## src/rtl/core/i2c_master_byte_engine_assert.svh

```systemverilog
// Assertion macros for the I2C master byte engine.
`ifndef I2C_MASTER_BYTE_ENGINE_ASSERT_SVH
`define I2C_MASTER_BYTE_ENGINE_ASSERT_SVH

`ifndef ASSERT_OFF
`define I2CM_ASSERT(lbl, clk, rstn, prop, msg) \
    lbl: assert property (@(posedge clk) disable iff (!(rstn)) prop) else $error(msg);
`define I2CM_ASSERT_ALWAYS(lbl, clk, prop, msg) \
    lbl: assert property (@(posedge clk) prop) else $error(msg);
`else
`define I2CM_ASSERT(lbl, clk, rstn, prop, msg)
`define I2CM_ASSERT_ALWAYS(lbl, clk, prop, msg)
`endif

`endif

```

## src/rtl/core/i2cm_pkg.sv

```systemverilog
package i2cm_pkg;

    localparam int unsigned HALF_W     = 8;
    localparam int unsigned ADDR_W     = 7;
    localparam int unsigned BYTE_W     = 8;
    localparam int unsigned OP_W       = 3;
    localparam int unsigned STEP_W     = 5;
    localparam int unsigned CFG_IDX_W  = 1;
    localparam int unsigned CFG_DATA_W = 8;

    localparam logic [HALF_W-1:0] DEFAULT_HALF_PERIOD = 8'd10;

    localparam logic [STEP_W-1:0] SEG_START_CNT = 5'd3;
    localparam logic [STEP_W-1:0] SEG_STOP_CNT  = 5'd2;
    localparam logic [STEP_W-1:0] SEG_BYTE_CNT  = 5'd27;
    localparam logic [STEP_W-1:0] SEG_ACK_DATA  = 5'd24;
    localparam logic [STEP_W-1:0] SEG_ACK_HIGH  = 5'd25;

    typedef enum logic [OP_W-1:0] {
        OP_NONE   = 3'd0,
        OP_START  = 3'd1,
        OP_STOP   = 3'd2,
        OP_WRITE  = 3'd3,
        OP_READ   = 3'd4,
        OP_ADDR_W = 3'd5,
        OP_ADDR_R = 3'd6
    } t_op;

    typedef enum logic [2:0] {
        CMD_IDLE,
        CMD_START,
        CMD_STOP,
        CMD_WRITE,
        CMD_READ
    } t_cmd;

    typedef enum logic [1:0] {
        PH_DATA,
        PH_HIGH,
        PH_LOW
    } t_phase;

    typedef enum logic [CFG_IDX_W-1:0] {
        CFG_HALF_PERIOD = 1'b0,
        CFG_DEVICE_ADDR = 1'b1
    } t_cfg_idx;

    typedef struct packed {
        logic [OP_W-1:0]   operation;
        logic [BYTE_W-1:0] tx_byte;
        logic              send_ack;
        logic              sda_in;
    } t_in_word;

    typedef struct packed {
        logic              scl_drive;
        logic              sda_drive;
        logic              busy_res;
        logic              done_res;
        logic [BYTE_W-1:0] rx_byte;
        logic              ack_received;
    } t_res;

    function automatic logic [STEP_W-1:0] seg_count(input t_cmd cmd);
        logic [STEP_W-1:0] cnt;
        case (cmd)
            CMD_START: cnt = SEG_START_CNT;
            CMD_STOP:  cnt = SEG_STOP_CNT;
            default:   cnt = SEG_BYTE_CNT;
        endcase
        return cnt;
    endfunction

endpackage

```

## src/rtl/core/i2cm_cmd_if.sv

```systemverilog
interface i2cm_cmd_if import i2cm_pkg::*; ();
    logic              valid;
    logic              ready;
    logic [OP_W-1:0]   operation;
    logic [BYTE_W-1:0] tx_byte;
    logic              send_ack;
    logic              sda_in;

    modport source (output valid, output operation, output tx_byte, output send_ack,
                    output sda_in, input ready);
    modport sink   (input valid, input operation, input tx_byte, input send_ack,
                    input sda_in, output ready);
endinterface

```

## src/rtl/core/i2cm_res_if.sv

```systemverilog
interface i2cm_res_if import i2cm_pkg::*; ();
    logic              valid;
    logic              ready;
    logic              scl_drive;
    logic              sda_drive;
    logic              busy_res;
    logic              done_res;
    logic [BYTE_W-1:0] rx_byte;
    logic              ack_received;

    modport source (output valid, output scl_drive, output sda_drive, output busy_res,
                    output done_res, output rx_byte, output ack_received, input ready);
    modport sink   (input valid, input scl_drive, input sda_drive, input busy_res,
                    input done_res, input rx_byte, input ack_received, output ready);
endinterface

```

## src/rtl/core/i2cm_seq.sv

```systemverilog
module i2cm_seq import i2cm_pkg::*; (
    input  logic                  i_clk,
    input  logic                  i_rst_n,
    input  logic                  i_cfg_we,
    input  logic [CFG_IDX_W-1:0]  i_cfg_idx,
    input  logic [CFG_DATA_W-1:0] i_cfg_data,
    input  logic                  i_acc,
    input  t_in_word              i_word,
    output t_res                  o_res
);

    t_cmd              r_cmd,         n_cmd;
    logic [STEP_W-1:0] r_step,        n_step;
    t_phase            r_phase,       n_phase;
    logic [HALF_W-1:0] r_tick,        n_tick;
    logic [BYTE_W-1:0] r_tx,          n_tx;
    logic [BYTE_W-1:0] r_rx,          n_rx;
    logic              r_ack,         n_ack;
    logic              r_answer_ack,  n_answer_ack;
    logic              r_scl,         n_scl;
    logic              r_sda,         n_sda;
    logic [HALF_W-1:0] r_half_period;
    logic [ADDR_W-1:0] r_dev_addr;
    logic [HALF_W-1:0] half_period;
    logic              done;

    assign half_period = (r_half_period == '0) ? DEFAULT_HALF_PERIOD : r_half_period;

    always_ff @(posedge i_clk) begin
        if (!i_rst_n) begin
            r_half_period <= '0;
            r_dev_addr    <= '0;
        end else if (i_cfg_we) begin
            case (i_cfg_idx)
                CFG_HALF_PERIOD: r_half_period <= i_cfg_data;
                CFG_DEVICE_ADDR: r_dev_addr    <= i_cfg_data[ADDR_W-1:0];
                default: ;
            endcase
        end
    end

    always_ff @(posedge i_clk) begin
        if (!i_rst_n) begin
            r_cmd        <= CMD_IDLE;
            r_step       <= '0;
            r_phase      <= PH_DATA;
            r_tick       <= '0;
            r_tx         <= '0;
            r_rx         <= '0;
            r_ack        <= 1'b0;
            r_answer_ack <= 1'b0;
            r_scl        <= 1'b1;
            r_sda        <= 1'b1;
        end else begin
            r_cmd        <= n_cmd;
            r_step       <= n_step;
            r_phase      <= n_phase;
            r_tick       <= n_tick;
            r_tx         <= n_tx;
            r_rx         <= n_rx;
            r_ack        <= n_ack;
            r_answer_ack <= n_answer_ack;
            r_scl        <= n_scl;
            r_sda        <= n_sda;
        end
    end

    always_comb begin
        logic              enter;
        logic [STEP_W-1:0] step_inc;
        n_cmd        = r_cmd;
        n_step       = r_step;
        n_phase      = r_phase;
        n_tick       = r_tick;
        n_tx         = r_tx;
        n_rx         = r_rx;
        n_ack        = r_ack;
        n_answer_ack = r_answer_ack;
        n_scl        = r_scl;
        n_sda        = r_sda;
        done         = 1'b0;
        enter        = 1'b0;
        step_inc     = r_step + 5'd1;

        if (i_acc) begin
            if (r_cmd == CMD_IDLE) begin
                case (i_word.operation)
                    OP_START: n_cmd = CMD_START;
                    OP_STOP:  n_cmd = CMD_STOP;
                    OP_WRITE: begin
                        n_cmd = CMD_WRITE;
                        n_tx  = i_word.tx_byte;
                    end
                    OP_READ: begin
                        n_cmd        = CMD_READ;
                        n_rx         = '0;
                        n_answer_ack = i_word.send_ack;
                    end
                    OP_ADDR_W: begin
                        n_cmd = CMD_WRITE;
                        n_tx  = {r_dev_addr, 1'b0};
                    end
                    OP_ADDR_R: begin
                        n_cmd = CMD_WRITE;
                        n_tx  = {r_dev_addr, 1'b1};
                    end
                    default: ;
                endcase
                if (n_cmd != CMD_IDLE) begin
                    n_step  = '0;
                    n_phase = PH_DATA;
                    n_tick  = 8'd1;
                    enter   = 1'b1;
                end
            end else if (r_tick < half_period) begin
                n_tick = r_tick + 8'd1;
            end else begin
                // sample at the end of the segment
                if (r_cmd == CMD_WRITE && r_step == SEG_ACK_HIGH) begin
                    n_ack = ~i_word.sda_in;
                end else if (r_cmd == CMD_READ && r_step < SEG_ACK_DATA
                             && r_phase == PH_HIGH) begin
                    n_rx = {r_rx[BYTE_W-2:0], i_word.sda_in};
                end
                if (step_inc == seg_count(r_cmd)) begin
                    if (r_cmd == CMD_READ) begin
                        n_sda = 1'b1;
                    end
                    n_cmd   = CMD_IDLE;
                    n_step  = '0;
                    n_phase = PH_DATA;
                    n_tick  = '0;
                    done    = 1'b1;
                end else begin
                    n_step = step_inc;
                    case (r_phase)
                        PH_DATA: n_phase = PH_HIGH;
                        PH_HIGH: n_phase = PH_LOW;
                        default: n_phase = PH_DATA;
                    endcase
                    n_tick = 8'd1;
                    enter  = 1'b1;
                end
            end
        end

        if (enter) begin
            case (n_cmd)
                CMD_START: begin
                    if (n_step == 5'd0) begin
                        n_sda = 1'b1;
                        n_scl = 1'b1;
                    end else if (n_step == 5'd1) begin
                        n_sda = 1'b0;
                    end else begin
                        n_scl = 1'b0;
                    end
                end
                CMD_STOP: begin
                    if (n_step == 5'd0) begin
                        n_sda = 1'b0;
                        n_scl = 1'b1;
                    end else begin
                        n_sda = 1'b1;
                    end
                end
                CMD_WRITE: begin
                    if (n_step < SEG_ACK_DATA) begin
                        case (n_phase)
                            PH_DATA: begin
                                n_sda = n_tx[BYTE_W-1];
                                n_tx  = {n_tx[BYTE_W-2:0], 1'b0};
                            end
                            PH_HIGH: n_scl = 1'b1;
                            default: n_scl = 1'b0;
                        endcase
                    end else if (n_step == SEG_ACK_DATA) begin
                        n_sda = 1'b1;
                    end else if (n_step == SEG_ACK_HIGH) begin
                        n_scl = 1'b1;
                    end else begin
                        n_scl = 1'b0;
                    end
                end
                CMD_READ: begin
                    if (n_step < SEG_ACK_DATA) begin
                        if (n_step == 5'd0) begin
                            n_sda = 1'b1;
                        end
                        case (n_phase)
                            PH_HIGH: n_scl = 1'b1;
                            PH_LOW:  n_scl = 1'b0;
                            default: ;
                        endcase
                    end else if (n_step == SEG_ACK_DATA) begin
                        n_sda = ~n_answer_ack;
                    end else if (n_step == SEG_ACK_HIGH) begin
                        n_scl = 1'b1;
                    end else begin
                        n_scl = 1'b0;
                    end
                end
                default: ;
            endcase
        end
    end

    always_comb begin
        o_res.scl_drive    = n_scl;
        o_res.sda_drive    = n_sda;
        o_res.busy_res     = (n_cmd != CMD_IDLE);
        o_res.done_res     = done;
        o_res.rx_byte      = n_rx;
        o_res.ack_received = n_ack;
    end

endmodule

```

## src/rtl/core/i2cm_skid.sv

```systemverilog
module i2cm_skid import i2cm_pkg::*; (
    input  logic i_clk,
    input  logic i_rst_n,
    input  logic i_vld,
    output logic o_rdy,
    input  t_res i_res,
    i2cm_res_if.source o_res
);

    logic r_out_vld;
    logic r_skid_vld;
    t_res r_out;
    t_res r_skid;
    logic out_free;

    assign out_free = ~r_out_vld | o_res.ready;
    assign o_rdy    = ~r_skid_vld;

    always_ff @(posedge i_clk) begin
        if (!i_rst_n) begin
            r_out_vld  <= 1'b0;
            r_skid_vld <= 1'b0;
        end else if (out_free) begin
            if (r_skid_vld) begin
                r_out_vld  <= 1'b1;
                r_skid_vld <= 1'b0;
            end else begin
                r_out_vld  <= i_vld;
            end
        end else if (i_vld) begin
            r_skid_vld <= 1'b1;
        end
    end

    always_ff @(posedge i_clk) begin
        if (out_free) begin
            if (r_skid_vld) begin
                r_out <= r_skid;
            end else if (i_vld) begin
                r_out <= i_res;
            end
        end else if (i_vld) begin
            r_skid <= i_res;
        end
    end

    assign o_res.valid        = r_out_vld;
    assign o_res.scl_drive    = r_out.scl_drive;
    assign o_res.sda_drive    = r_out.sda_drive;
    assign o_res.busy_res     = r_out.busy_res;
    assign o_res.done_res     = r_out.done_res;
    assign o_res.rx_byte      = r_out.rx_byte;
    assign o_res.ack_received = r_out.ack_received;

endmodule

```

## src/rtl/core/i2c_master_byte_engine.sv

```systemverilog
// I2C master byte engine, advanced by one tick word on i_cmd.
// i_cmd carries a tick: an optional command (START, STOP, write byte,
// read byte, address write/read) and the sampled SDA level. Every accepted
// tick word yields exactly one result word on o_res: the SCL/SDA open-drain
// drive levels, busy, done, the receive byte and the ACK flag.
// Commands are taken only while idle; a command given while busy is dropped.
// The configuration port writes half_period_ticks (index 0, 0 means 10
// ticks) and device_address (index 1); write it only while idle.
// Each result is formed combinationally and held in the output register, or in the skid register while o_res stalls.
// Throughput: one tick word per cycle while i_cmd.ready is high; the step logic between the state
// registers and the result register is single pass.
// When o_res stalls, one more word is caught in the skid register, after
// which i_cmd.ready drops until the output drains.
// Reset (synchronous, active low) returns to idle with both lines released,
// clears the configuration and empties the output stage.
module i2c_master_byte_engine import i2cm_pkg::*; (
    input  logic                  i_clk,
    input  logic                  i_rst_n,
    input  logic                  i_cfg_we,
    input  logic [CFG_IDX_W-1:0]  i_cfg_idx,
    input  logic [CFG_DATA_W-1:0] i_cfg_data,
    i2cm_cmd_if.sink              i_cmd,
    i2cm_res_if.source            o_res
);

    logic     acc;
    logic     skid_rdy;
    t_in_word word;
    t_res     step_res;

    assign i_cmd.ready = skid_rdy;
    assign acc         = i_cmd.valid & skid_rdy;

    assign word.operation = i_cmd.operation;
    assign word.tx_byte   = i_cmd.tx_byte;
    assign word.send_ack  = i_cmd.send_ack;
    assign word.sda_in    = i_cmd.sda_in;

    i2cm_seq u_seq (
        .i_clk      (i_clk),
        .i_rst_n    (i_rst_n),
        .i_cfg_we   (i_cfg_we),
        .i_cfg_idx  (i_cfg_idx),
        .i_cfg_data (i_cfg_data),
        .i_acc      (acc),
        .i_word     (word),
        .o_res      (step_res)
    );

    i2cm_skid u_skid (
        .i_clk   (i_clk),
        .i_rst_n (i_rst_n),
        .i_vld   (acc),
        .o_rdy   (skid_rdy),
        .i_res   (step_res),
        .o_res   (o_res)
    );

`include "i2c_master_byte_engine_assert.svh"

    `I2CM_ASSERT(a_done_not_busy, i_clk, i_rst_n, o_res.valid |-> !(o_res.done_res && o_res.busy_res), "done and busy together")
    `I2CM_ASSERT(a_stall_means_full, i_clk, i_rst_n, !i_cmd.ready |-> o_res.valid, "input stalled with empty output")
    `I2CM_ASSERT(a_accept_yields_word, i_clk, i_rst_n, acc |=> o_res.valid, "accepted tick produced no result")
    `I2CM_ASSERT_ALWAYS(a_reset_empties, i_clk, $past(!i_rst_n) |-> !o_res.valid, "output valid after reset")

endmodule
```

## src/flat_wrapper.sv

```systemverilog
// flat-port wrapper written by rule: the top's interface ports become plain ports
module i2c_master_byte_engine_flat import i2cm_pkg::*;
  (i_clk, i_rst_n, i_cfg_we, i_cfg_idx, i_cfg_data, i_cmd_valid, i_cmd_operation, i_cmd_tx_byte, i_cmd_send_ack, i_cmd_sda_in, i_cmd_ready, o_res_valid, o_res_scl_drive, o_res_sda_drive, o_res_busy_res, o_res_done_res, o_res_rx_byte, o_res_ack_received, o_res_ready);
  i2cm_cmd_if i_cmd_i ();
  i2cm_res_if o_res_i ();
  input  logic i_clk;
  input  logic i_rst_n;
  input  logic i_cfg_we;
  input  logic [CFG_IDX_W-1:0] i_cfg_idx;
  input  logic [CFG_DATA_W-1:0] i_cfg_data;
  input wire logic [$bits(i_cmd_i.valid)-1:0] i_cmd_valid;
  input wire logic [$bits(i_cmd_i.operation)-1:0] i_cmd_operation;
  input wire logic [$bits(i_cmd_i.tx_byte)-1:0] i_cmd_tx_byte;
  input wire logic [$bits(i_cmd_i.send_ack)-1:0] i_cmd_send_ack;
  input wire logic [$bits(i_cmd_i.sda_in)-1:0] i_cmd_sda_in;
  output wire logic [$bits(i_cmd_i.ready)-1:0] i_cmd_ready;
  output wire logic [$bits(o_res_i.valid)-1:0] o_res_valid;
  output wire logic [$bits(o_res_i.scl_drive)-1:0] o_res_scl_drive;
  output wire logic [$bits(o_res_i.sda_drive)-1:0] o_res_sda_drive;
  output wire logic [$bits(o_res_i.busy_res)-1:0] o_res_busy_res;
  output wire logic [$bits(o_res_i.done_res)-1:0] o_res_done_res;
  output wire logic [$bits(o_res_i.rx_byte)-1:0] o_res_rx_byte;
  output wire logic [$bits(o_res_i.ack_received)-1:0] o_res_ack_received;
  input wire logic [$bits(o_res_i.ready)-1:0] o_res_ready;
  assign i_cmd_i.valid = i_cmd_valid;
  assign i_cmd_i.operation = i_cmd_operation;
  assign i_cmd_i.tx_byte = i_cmd_tx_byte;
  assign i_cmd_i.send_ack = i_cmd_send_ack;
  assign i_cmd_i.sda_in = i_cmd_sda_in;
  assign i_cmd_ready = i_cmd_i.ready;
  assign o_res_valid = o_res_i.valid;
  assign o_res_scl_drive = o_res_i.scl_drive;
  assign o_res_sda_drive = o_res_i.sda_drive;
  assign o_res_busy_res = o_res_i.busy_res;
  assign o_res_done_res = o_res_i.done_res;
  assign o_res_rx_byte = o_res_i.rx_byte;
  assign o_res_ack_received = o_res_i.ack_received;
  assign o_res_i.ready = o_res_ready;
  i2c_master_byte_engine u_core (.i_clk(i_clk), .i_rst_n(i_rst_n), .i_cfg_we(i_cfg_we), .i_cfg_idx(i_cfg_idx), .i_cfg_data(i_cfg_data), .i_cmd(i_cmd_i), .o_res(o_res_i));
endmodule
```

## config.mk

```make
export PLATFORM = sky130hd
export DESIGN_NAME = i2c_master_byte_engine_flat
export DESIGN_NICKNAME = d
export VERILOG_FILES = /design/src/rtl/core/i2cm_pkg.sv /design/src/rtl/core/i2cm_cmd_if.sv /design/src/rtl/core/i2cm_res_if.sv /design/src/rtl/core/i2cm_seq.sv /design/src/rtl/core/i2cm_skid.sv /design/src/rtl/core/i2c_master_byte_engine.sv /design/src/flat_wrapper.sv
export VERILOG_INCLUDE_DIRS = /design/src /design/src/rtl/core
export SDC_FILE = /design/constraint.sdc
export NUM_CORES = 1
export LEC_CHECK = 0
export BUFFER_PORTS_ARGS = -buffer_cell sky130_fd_sc_hd__clkbuf_2
export CAP_MARGIN = 25
export CORE_MARGIN = 8
export CORE_UTILIZATION = 54
export CTS_CLUSTER_DIAMETER = 40
export DETAILED_ROUTE_END_ITERATION = 7
export PLACE_DENSITY = 0.77
export SYNTH_ARGS = -nofsm -noshare
export SYNTH_HDL_FRONTEND = slang
export SYNTH_HIERARCHICAL = 1
export SYNTH_SLANG_ARGS = --single-unit
```

## constraint.sdc

```tcl
create_clock -name i_clk -period 4.3 [get_ports i_clk]
set_clock_uncertainty 0.15 [all_clocks]
set_input_delay 0.215 -clock i_clk [delete_from_list [all_inputs] [get_ports i_clk]]
set_output_delay 0.215 -clock i_clk [all_outputs]
set_load 0.005 [all_outputs]
```

After elaboration in Yosys (flattened, before gate mapping)
Index checks and enable logic that the tools add are counted.
Widths: inputs -> output; s select.
{"block": "classes", "eq_ne": 23, "n_addsub": 2, "magnitude_cmp": 3, "muxes": 85, "reduce_logical": 18, "bitwise": 9}
{"operator": "$mux 8", "count": 16}
{"operator": "$mux 1", "count": 40}
{"operator": "$mux 5", "count": 8}
{"operator": "$mux 13", "count": 2}
{"operator": "$pmux 8 s3", "count": 1}
{"operator": "$eq 3x2->1 const B", "count": 6}
{"operator": "$mux 3", "count": 6}
{"operator": "$eq 3x3->1 const B", "count": 5}
{"operator": "$eq 5x5->1 const B", "count": 3}
{"operator": "$pmux 3 s4", "count": 1}
{"operator": "$lt 5x5->1 const B", "count": 2}
{"operator": "$mux 2", "count": 5}
{"operator": "$pmux 5 s2", "count": 1}
{"operator": "$reduce_and 2->1", "count": 5}
{"operator": "$eq 3x1->1 const B", "count": 3}
{"operator": "$add 8x1->8 const B", "count": 1}
{"operator": "$logic_not 8->1", "count": 1}
{"operator": "$lt 8x8->1", "count": 1}
{"operator": "$pmux 1 s4", "count": 2}
{"operator": "$not 1->1", "count": 7}
{"operator": "$reduce_bool 3->1", "count": 2}
{"operator": "$add 5x1->5 const B", "count": 1}
{"operator": "$eq 5x1->1 const B", "count": 1}
{"operator": "$eq 5x5->1", "count": 1}
{"operator": "14 further kinds", "count": 19}
{"block": "word_totals", "wordCells": 166, "output_inout_bits": 15, "reg_bits": 81, "inputBits": 27}

Depth between registers and ports, before layout
Gate-level depths: netlist of run 1.
{"block": "logic_depth", "ltp_word": 19, "ltp_mapped": 18, "ltp_nobuf": 17}

Hierarchy
The synthesis of run 1 kept the hierarchy.
{"mod": "i2cm_seq", "area_each_um2": 3409.5, "cells_each": 415, "n_inst": 1, "seq_area_each_um2": 1061.0}
{"mod": "i2cm_skid", "area_each_um2": 1069.8, "cells_each": 50, "n_inst": 1, "seq_area_each_um2": 820.8}
{"mod": "i2c_master_byte_engine", "area_each_um2": 6.3, "cells_each": 1, "n_inst": 1, "seq_area_each_um2": 0.0}

Worst setup path after synthesis of run 1
Ideal clock, no wire load.
{"block": "synth_path", "path_kind": "register to register", "from": "register u_core.u_seq.r_half_period[3]", "to": "register u_core.u_skid.r_out (netlist bit u_core/u_skid/o_res.scl_drive) (data pin)", "setup_ns": 0.260, "stages_incl_launch_ff": 16, "t_required_ns": 3.890, "t_arrival_ns": 3.711, "setup_slack_ns": 0.179, "period_less_slack_ns": 4.121, "path_buffers": 1, "cell_sequence": "dfxtp_1 or4_1 nor4_1 nor2_1 ha_1 a2111o_1 a21o_4 o21ai_2 a22oi_1 ha_1 o21ai_0 a211oi_1 o31ai_1 nand2_1 buf_4 mux2_2"}
{"block": "synth_via", "elab_chain_cells": 14, "elab_cells_between_ends": 40, "classes_between": "order compare: 2; eq/ne: 9; mux: 26; reduce/logical: 3"}
{"item": "start, declared", "line": "i2cm_seq.sv:22", "source": "logic [HALF_W-1:0] r_half_period;"}
{"item": "start signal, assigned", "line": "i2cm_seq.sv:35", "source": "CFG_HALF_PERIOD: r_half_period <= i_cfg_data;"}
{"item": "$logic_not 8->1", "line": "i2cm_seq.sv:27", "source": "assign half_period = (r_half_period == '0) ? DEFAULT_HALF_PERIOD : r_half_period;"}
{"item": "$mux 8 (*)", "line": "i2cm_seq.sv:27"}
{"item": "$lt 8x8->1 (*)", "line": "i2cm_seq.sv:115", "source": "end else if (r_tick < half_period) begin"}
{"item": "$mux 5", "line": "i2cm_seq.sv:115"}
{"item": "$mux 5", "line": "i2cm_seq.sv:86", "source": "if (r_cmd == CMD_IDLE) begin"}
{"item": "$mux 5", "line": "i2cm_seq.sv:85", "source": "if (i_acc) begin"}
{"item": "$eq 5x5->1", "line": "i2cm_seq.sv:179, i2cm_seq.sv:197"}
{"item": "$mux 1", "line": "i2cm_seq.sv:179, i2cm_seq.sv:197"}
{"item": "$mux 1", "line": "i2cm_seq.sv:177", "source": "end else if (n_step == SEG_ACK_DATA) begin"}
{"item": "$mux 1, on equally long branches", "line": "i2cm_seq.sv:186, i2cm_seq.sv:168"}
{"item": "$pmux 1 s4", "line": "i2cm_seq.sv:148", "source": "case (n_cmd)"}
{"item": "$mux 1 (*)", "line": "i2cm_seq.sv:147", "source": "if (enter) begin"}
{"item": "net u_core.u_seq.n_scl", "line": "i2cm_seq.sv:20", "source": "logic r_scl, n_scl;"}
{"item": "$mux 13 (*)", "line": "i2cm_skid.sv:39", "source": "end else if (i_vld) begin"}
{"item": "$mux 13 (*)", "line": "i2cm_skid.sv:37", "source": "if (r_skid_vld) begin"}
{"item": "end signal, assigned", "line": "i2cm_skid.sv:38", "source": "r_out <= r_skid;"}
{"item": "end signal, assigned", "line": "i2cm_skid.sv:40", "source": "r_out <= i_res;"}
{"item": "end, declared", "line": "i2cm_skid.sv:12", "source": "t_res r_out;"}
Mark *: on every way through the listed nets, which the timed path passes. The rest lies on a longest branch. The select of a mux whose other input is x is not followed.
A chain may end at the register's enable or synchronous reset.

==> results.ini, run 1 <==
[status]
outcome = completed

[detailed_routing]
vias = 3655
viasPerCell = 5.953
drt-total-wl_um = 10240
dr.pass1.iters = 5
ant_nets = 0
drc = 0
post_drt_wl_per_cell_um = 16.67
drt_iter0_markers = 231

[die]
dieArea_um2 = 11480
fp.dieW_um = 107.1
start_util = 0.5515
core_um2 = 8134
placementRows = 33
die_h_um = 107.1
ioPinCount = 42

[layout]
final_cell_mix = 59 x nor2_1, 55 x dfxtp_1, 41 x clkbuf_2, 39 x nand2_1, 26 x edfxtp_1
nets = 543
fillers = 679
areaGrowthSynthToFinish_pct = 11.13
final_common_cell = nor2_1
layout-drive-gt1-share = 0.2122
diodes = 0

[clock_network]
clk_pin_slew_worst_paths_ns = 0.09
cts_root_buf = clkbuf_8
insertion_delay_ns = 0.35
cts_buffer_depth = 2
cts-buffers-inserted = 9
cts_tree = yes
h-tree-depth = 3
clock-sinks = 81

[worst_hold_path]
min_path_type = input pin to flop
hold-path-endpoint = u_core/u_seq/r_dev_addr[4]
hold_depth = 3
worst_hold_startpoint = i_cfg_idx

[power_and_ir_drop]
p_leak_nw = 2.000
ir_worst_vdd_uv = 255.6
power_density_nw_per_um2 = 343.2

[sta]
finalHoldViolCount = 0
setup_violations = 0
worst_slack_ns = 0.2241
min_period_over_period = 0.9479
worstMarginPinSlew_ns = 0.9281
fin_tns_setup_ns = 0
max_slew_margin = 0.3800
slew_viol_final = 0
rsz0062_at_grt = no
period_minus_slack_ns = 4.076
max_freq_mhz = 245.3

[logic_synthesis]
synth_area_um2 = 4486
ys_seq_area_frac = 0.4195
synth_nets = 505
synthArstFlopShare = 0
ys_warn_count = 6
synth_flop_cell = dfxtp_1
synthDistinctLibCells = 86
synthCells = 466
ys_seq_elements = 81
synth_edf_count = 26
syn_area_per_cell_um2 = 9.626

[critical_path]
worst-path-stages = 13
critPathSlowestCell = or4_1
crit_arrival_ns = 4.03
rr_worst_depth = 13
rrSetupSlack_ns = 0.22
required_ns = 4.25
cp_slowest_stage_delay_ns = 0.54
cp.buffers_inverters = 1
cp-start-kind = flop
r2r_end = u_core/u_skid/o_res.sda_drive
timing.rr.start = u_core/u_seq/r_half_period[3]
worstSetupStartpoint = u_core/u_seq/r_half_period[3]
path_cells = or4_1 -> nor4_2 -> a21oi_1 -> ha_1 -> a2111o_1 -> a21o_4 -> o21ai_2 -> buf_4 -> a2bb2oi_1 -> mux2i_1 -> a32oi_1 -> o211ai_2 -> mux2_2
crit_family = compound AO/OA/AOI/OAI gates
crit_path_end_kind = flop
worst-setup-path-type = flop to flop
cp_max_fo = 6

[grt]
grt_pass1_wl_um = 17250
grt_antenna_before_repair = 0
grt_start_max_net_pins = 38
grt_overflow_total = 0
grt_pass1_vias = 3523
grt.total_usage = 0.1831

[placed_design]
portBuffers = 41
place_congestion = 0.9490
pre_cts_ws_ns = 0.1019
hpwl_um = 7452

[run]
drv_cap = 0

## worst reg2reg max path, cell delays in order, from the launching register on
cell       delay [ns]
dfxtp_1          0.33
or4_1            0.54
nor4_2           0.20
a21oi_1          0.12
ha_1             0.21
a2111o_1         0.46
a21o_4           0.27
o21ai_2          0.19
buf_4            0.18
a2bb2oi_1        0.36
mux2i_1          0.17
a32oi_1          0.26
o211ai_2         0.14
mux2_2           0.28
## what timing repair did
action | 4_1_cts | 5_1_grt
buffers inserted | 0 | 1
resized for setup | 0 | 3
setup endpoints to repair | 0 | 4
hold buffers | 8 | 0
hold endpoints to repair | 15 | 0
## through the flow
| stage | hold WS, ns | std cells | area, µm² | power (W) | util |
|---|---|---|---|---|---|
| after floorplan | 0.1867 | 466 | 4486 | 0.001079 | - |
| after global placement | 0.3004 | 588 | 4674 | 0.001139 | 0.5747 |
| after detailed placement | 0.3113 | 588 | 4674 | 0.001148 | 0.5747 |
| after CTS | 0.04020 | 612 | 4956 | 0.001720 | 0.6093 |
| after global routing | 0.06949 | 614 | 4985 | 0.001791 | 0.6128 |
| final | 0.06318 | 614 | 4985 | 0.001711 | 0.6128 |
## worst max path at each step
stage	to
after CTS	u_core/u_skid/o_res.scl_drive
after detailed placement	u_core/u_skid/o_res.sda_drive
after global placement	u_core/u_skid/o_res.scl_drive
after floorplan	u_core/u_skid/o_res.scl_drive
final	u_core/u_skid/o_res.sda_drive
after global routing	u_core/u_skid/o_res.scl_drive
## layout make-up
type,instances,area [µm²],share of cell area
multi-input combinational,340,2372,0.4759
sequential,81,1882,0.3775
timing repair buffer,56,337.8,0.06777
tap,105,131.4,0.02636
clock buffer,9,123.9,0.02485
clock inverter,7,77.57,0.01556
inverter,16,60.06,0.01205
## synth_stat cells, drive strengths merged (12+ instances only)
master / instances / share of area
a21oi: 27 / 0.033
nand2: 39 / 0.033
dfxtp: 55 / 0.25
ha: 12 / 0.033
edfxtp: 26 / 0.17
nor2: 60 / 0.052
mux2i: 14 / 0.031
inv: 16 / 0.013
and2: 15 / 0.021
o21ai: 23 / 0.026
nand3: 13 / 0.016
mux2: 15 / 0.044
buf: 18 / 0.032
## kinds of logic after synthesis
family                     share of synthesized area
AOI/OAI and AO/OA                             0.1969
xor gates and xnor gates                     0.01757
adders and majority gates                    0.03347
buffers and inverters                        0.05467
DFF                                           0.4195
muxes                                        0.07559
and+or+nand+nor                               0.2022
## metal layers
metal | GRT usage | vias up | share of wire
met5 | 0 | - | 0
met4 | 0.05628 | 0 | 0.012
met3 | 0.04559 | 14 | 0.066
met2 | 0.3036 | 125 | 0.49
met1 | 0.2281 | 1747 | 0.43
li1 | - | 1769 | -
## registers in the layout, indices dropped and copies added (netlist names)
signal	count
u_core/u_skid/r_skid	13
u_core/u_seq/r_half_period	8
u_core/u_seq/r_rx	8
u_core/u_seq/r_tick	8
u_core/u_seq/r_tx	8
u_core/u_skid/o_res.rx_byte	8
u_core/u_seq/r_dev_addr	7
u_core/u_seq/r_step	5
u_core/u_seq/r_cmd	3
u_core/u_seq/r_phase	2
u_core/u_seq/r_ack	1
u_core/u_seq/r_answer_ack	1
u_core/u_seq/r_scl	1
u_core/u_seq/r_sda	1
u_core/u_skid/o_res.ack_received	1
u_core/u_skid/o_res.busy_res	1
u_core/u_skid/o_res.done_res	1
u_core/u_skid/o_res.scl_drive	1
u_core/u_skid/o_res.sda_drive	1
u_core/u_skid/o_res.valid	1
u_core/u_skid/r_skid_vld	1
## where the power goes
| group | switching (W) | total (W) | internal, W |
|---|---|---|---|
| registers | 0.0000260 | 0.000848 | 0.000822 |
| clock network | 0.000291 | 0.000566 | 0.000274 |
| logic | 0.000177 | 0.000297 | 0.000121 |
| total | 0.000494 | 0.00171 | 0.00122 |
Note: power is estimated with default switching activity, not from simulation.
==> run 2: changes to the inputs <==
--- a/config.mk
+++ b/config.mk
@@ -6,6 +6,7 @@
 export SDC_FILE = /design/constraint.sdc
 export NUM_CORES = 1
 export LEC_CHECK = 0
+export ABC_AREA = 1
 export BUFFER_PORTS_ARGS = -buffer_cell sky130_fd_sc_hd__clkbuf_2
 export CAP_MARGIN = 25
 export CORE_MARGIN = 8
@@ -13,6 +14,7 @@
 export CTS_CLUSTER_DIAMETER = 40
 export DETAILED_ROUTE_END_ITERATION = 7
 export PLACE_DENSITY = 0.77
+export RECOVER_POWER = 25
 export SYNTH_ARGS = -nofsm -noshare
 export SYNTH_HDL_FRONTEND = slang
 export SYNTH_HIERARCHICAL = 1
==> run 2 against run 1 <==
Worst hold slack got worse by 0.052 ns. Critical endpoint is now u_core/u_skid/o_res.scl_drive. Clock power increased by 5.5%. Fmax rose by 11%.
==> results.ini, run 2 <==
[clock_network]
cts_tree = yes
clock-sinks = 81  ; unchanged
insertion_delay_ns = 0.35  ; about the same
cts-buffers-inserted = 9  ; unchanged
cts_root_buf = clkbuf_8
h-tree-depth = 3  ; unchanged
cts_buffer_depth = 2  ; unchanged
clk_pin_slew_worst_paths_ns = 0.08  ; about the same

[die]
dieArea_um2 = 11210  ; -2.3%
ioPinCount = 42  ; unchanged
start_util = 0.5617  ; +0.01024
fp.dieW_um = 105.9  ; -1.2%
core_um2 = 7767  ; -4.5%
die_h_um = 105.9  ; -1.2%
placementRows = 32  ; -3.0%

[logic_synthesis]
synth_area_um2 = 4363  ; -2.7%
synthCells = 594  ; +27%
synthArstFlopShare = 0  ; unchanged
synth_largest_area_cell = dfxtp_1
synth_nets = 633  ; +25%
synthTopCellsByArea = dfxtp_1 25%, edfxtp_1 18%, nand2_1 12%, nor2_1 7.1%, inv_1 6.4%
ys_seq_area_frac = 0.4313  ; +0.01179
ys_warn_count = 6  ; unchanged
synthDominantCellAreaShare = 0.2524  ; +0.006899
ys_seq_elements = 81  ; unchanged
synth_flop_cell = dfxtp_1
synth_edf_count = 26  ; unchanged
yosys.cell_count.top_type = nand2_1
synth_common_cells = 143 x nand2_1, 83 x nor2_1, 74 x inv_1
syn_area_per_cell_um2 = 7.345  ; -24%
synthDistinctLibCells = 44  ; -49%

[power_and_ir_drop]
pwr-share-comb = 0.177  ; +0.003
swShare = 0.2834  ; -0.005231
p_switching_w = 0.0004980  ; +0.83%
ir_worst_vdd_uv = 179.3  ; -30%
clkPwrFrac = 0.340  ; +0.009
intPower_w = 0.001259  ; +3.4%
p_leak_nw = 2.262  ; +13%
seq_power_share = 0.484  ; -0.011
power_density_nw_per_um2 = 361.3  ; +5.3%
p_total_w = 0.001757  ; +2.7%

[layout]
layout-drive-gt1-share = 0.1184  ; -0.09380
areaGrowthSynthToFinish_pct = 11.44
diodes = 0  ; unchanged
nets = 676  ; +24%
final_common_cell = nand2_1
largest_reg_flops = 13  ; unchanged
final_cell_mix = 143 x nand2_1, 83 x nor2_1, 75 x inv_1, 55 x dfxtp_1, 52 x o21ai_0
regMostFlops = u_core/u_skid/r_skid

[placed_design]
hpwl_um = 7164  ; -3.9%
place_congestion = 0.9689  ; +2.1%
portBuffers = 41  ; unchanged

[critical_path]
rr_worst_depth = 27  ; +14
cp_common_cell = nand2_1
rrSetupSlack_ns = 0.63  ; +0.40 ns
cp.buffers_inverters = 4  ; +3
cp_max_fo = 6  ; unchanged
crit_path_end_kind = flop
timing.rr.start = u_core/u_seq/r_half_period[3]
cp_slowest_stage_delay_ns = 0.33  ; -0.21 ns
critPathSlowestCell = dfxtp_1
required_ns = 4.25  ; about the same
cp-start-kind = flop
crit_family = simple AND/OR/NAND/NOR gates
worst-setup-path-type = flop to flop
r2r_end = u_core/u_skid/o_res.scl_drive
crit_arrival_ns = 3.63  ; -0.40 ns

[grt]
grt_overflow_total = 0  ; unchanged
grt_pass1_vias = 3717  ; +5.5%
grt.total_usage = 0.1731  ; -0.01001
grt_antenna_before_repair = 0  ; unchanged
grt_pass1_wl_um = 16280  ; -5.6%
grt_start_max_net_pins = 30  ; -21%

[status]
outcome = completed

[sta]
max_slew_margin = 0.2446  ; -0.1353
max_freq_mhz = 272.1  ; +11%
period_minus_slack_ns = 3.675  ; -0.4014 ns
slew_viol_final = 0  ; unchanged
fin_tns_setup_ns = 0  ; unchanged
finalHoldViolCount = 0  ; unchanged
min_period_over_period = 0.8545  ; -0.09335
setup_violations = 0  ; unchanged
worstMarginPinSlew_ns = 1.133  ; +0.2050 ns
rsz0062_at_grt = no

[run]
drv_cap = 0  ; unchanged

[worst_hold_path]
hold-path-endpoint = u_core/u_skid/r_skid_vld
worst_hold_startpoint = o_res_ready
min_path_type = input pin to flop
hold_depth = 4  ; +1

[detailed_routing]
post_drt_wl_per_cell_um = 12.88  ; -23%
highest_layer = met4
drt_iter0_markers = 185  ; -20%
drc = 0  ; unchanged
m1WireLength_um = 4293  ; -2.2%
vias = 3915  ; +7.1%
wl_met3_um = 599  ; -12%
drt-total-wl_um = 9584  ; -6.4%
met2WireLength_um = 4550  ; -9.8%
dr.pass1.iters = 5  ; unchanged
viasPerCell = 5.262  ; -12%
ant_nets = 0  ; unchanged

==> run 2: cell count changes after synthesis, sizes merged, moves of 10 or more <==
cell and change:
inv +64, buf -10, nand2 +114, and2 -15, nor2 +28, o21ai +34, mux2 -15, mux2i -13
nand3 +24
==> run 2: area by class of cell <==
| type | instances | area [µm²] |
|---|---|---|
| sequential | 81 | 1882 |
| inverter | 82 | 312.8 |
| tap | 102 | 127.6 |
| multi-input combinational | 416 | 2082 |
| clock inverter | 5 | 81.33 |
| clock buffer | 11 | 131.4 |
| timing repair buffer | 47 | 245.2 |
| fill | 708 | 2905 |
==> run 2: cells by family (layout without fill, tap and decap cells) <==
kind of cell,count (synthesis),in the layout,synth area share
AO/OA/AOI/OAI,99,99,0.1245
XOR/XNOR,3,3,0.006023
adder cells (fa/ha/maj),12,12,0.03441
buffers and inverters,97,145,0.09148
flip-flops,81,81,0.4313
multiplexers,1,1,0.002294
AND/OR/NAND/NOR,301,301,0.3100
==> run 2: tightest hold or removal path: stages <==
cell      delay, ns
clkbuf_2       0.07
inv_1          0.05
nand3_1        0.08
nor2_1         0.04
==> run 2: routing by layer <==
| metal | vias to the layer above | track usage |
|---|---|---|
| met3 | 12 | 0.04080 |
| met4 | 0 | 0.06533 |
| li1 | 2011 | - |
| met5 | - | 0 |
| met2 | 127 | 0.2976 |
| met1 | 1765 | 0.2044 |
==> run 2: worst max-delay path by stage <==
| stage | startpoint | cells past startpoint | endpoint | slack [ns] |
|---|---|---|---|---|
| 3_5_place_dp | u_core/u_seq/r_half_period[3] | 27 | u_core/u_skid/o_res.scl_drive | 0.65 |
| 3_3_place_gp | u_core/u_seq/r_half_period[3] | 25 | u_core/u_skid/o_res.scl_drive | 0.80 |
| 5_1_grt | u_core/u_seq/r_half_period[3] | 27 | u_core/u_skid/o_res.scl_drive | 0.16 |
| 2_1_floorplan | u_core/u_seq/r_half_period[2] | 26 | u_core/u_skid/o_res.scl_drive | 0.91 |
| 6_report | u_core/u_seq/r_half_period[3] | 27 | u_core/u_skid/o_res.scl_drive | 0.63 |
| 4_1_cts | u_core/u_seq/r_half_period[3] | 27 | u_core/u_skid/o_res.scl_drive | 0.64 |
==> run 2: what timing repair did <==
item,in CTS,in global routing
gates resized for setup,0,0
hold endpoints to repair,5,0
hold buffers,4,0
setup buffers,0,0
==> run 2: power by group through the flow <==
stage / clock (W) / combinational [W] / sequential (W)
after floorplan: 0 / 0.000233 / 0.000864
final: 0.000597 / 0.000310 / 0.000850
after detailed placement: 0 / 0.000305 / 0.000867
after global placement: 0 / 0.000296 / 0.000866
after global routing: 0.000632 / 0.000356 / 0.000853
after CTS: 0.000604 / 0.000310 / 0.000850
==> run 2: through the flow <==
| step | utilization | hold WS, ns | area [µm²] | worst slack [ns] | cells |
|---|---|---|---|---|---|
| final | 0.6260 | 0.01124 | 4862 | 0.6255 | 744 |
| after global routing | 0.6260 | 0.03749 | 4862 | 0.1585 | 744 |
| after CTS | 0.6279 | 0.001981 | 4877 | 0.6385 | 744 |
| after detailed placement | 0.5954 | 0.3146 | 4624 | 0.6479 | 724 |
| after global placement | 0.5944 | 0.3145 | 4617 | 0.8019 | 723 |
| after floorplan | - | 0.1999 | 4363 | 0.9145 | 594 |
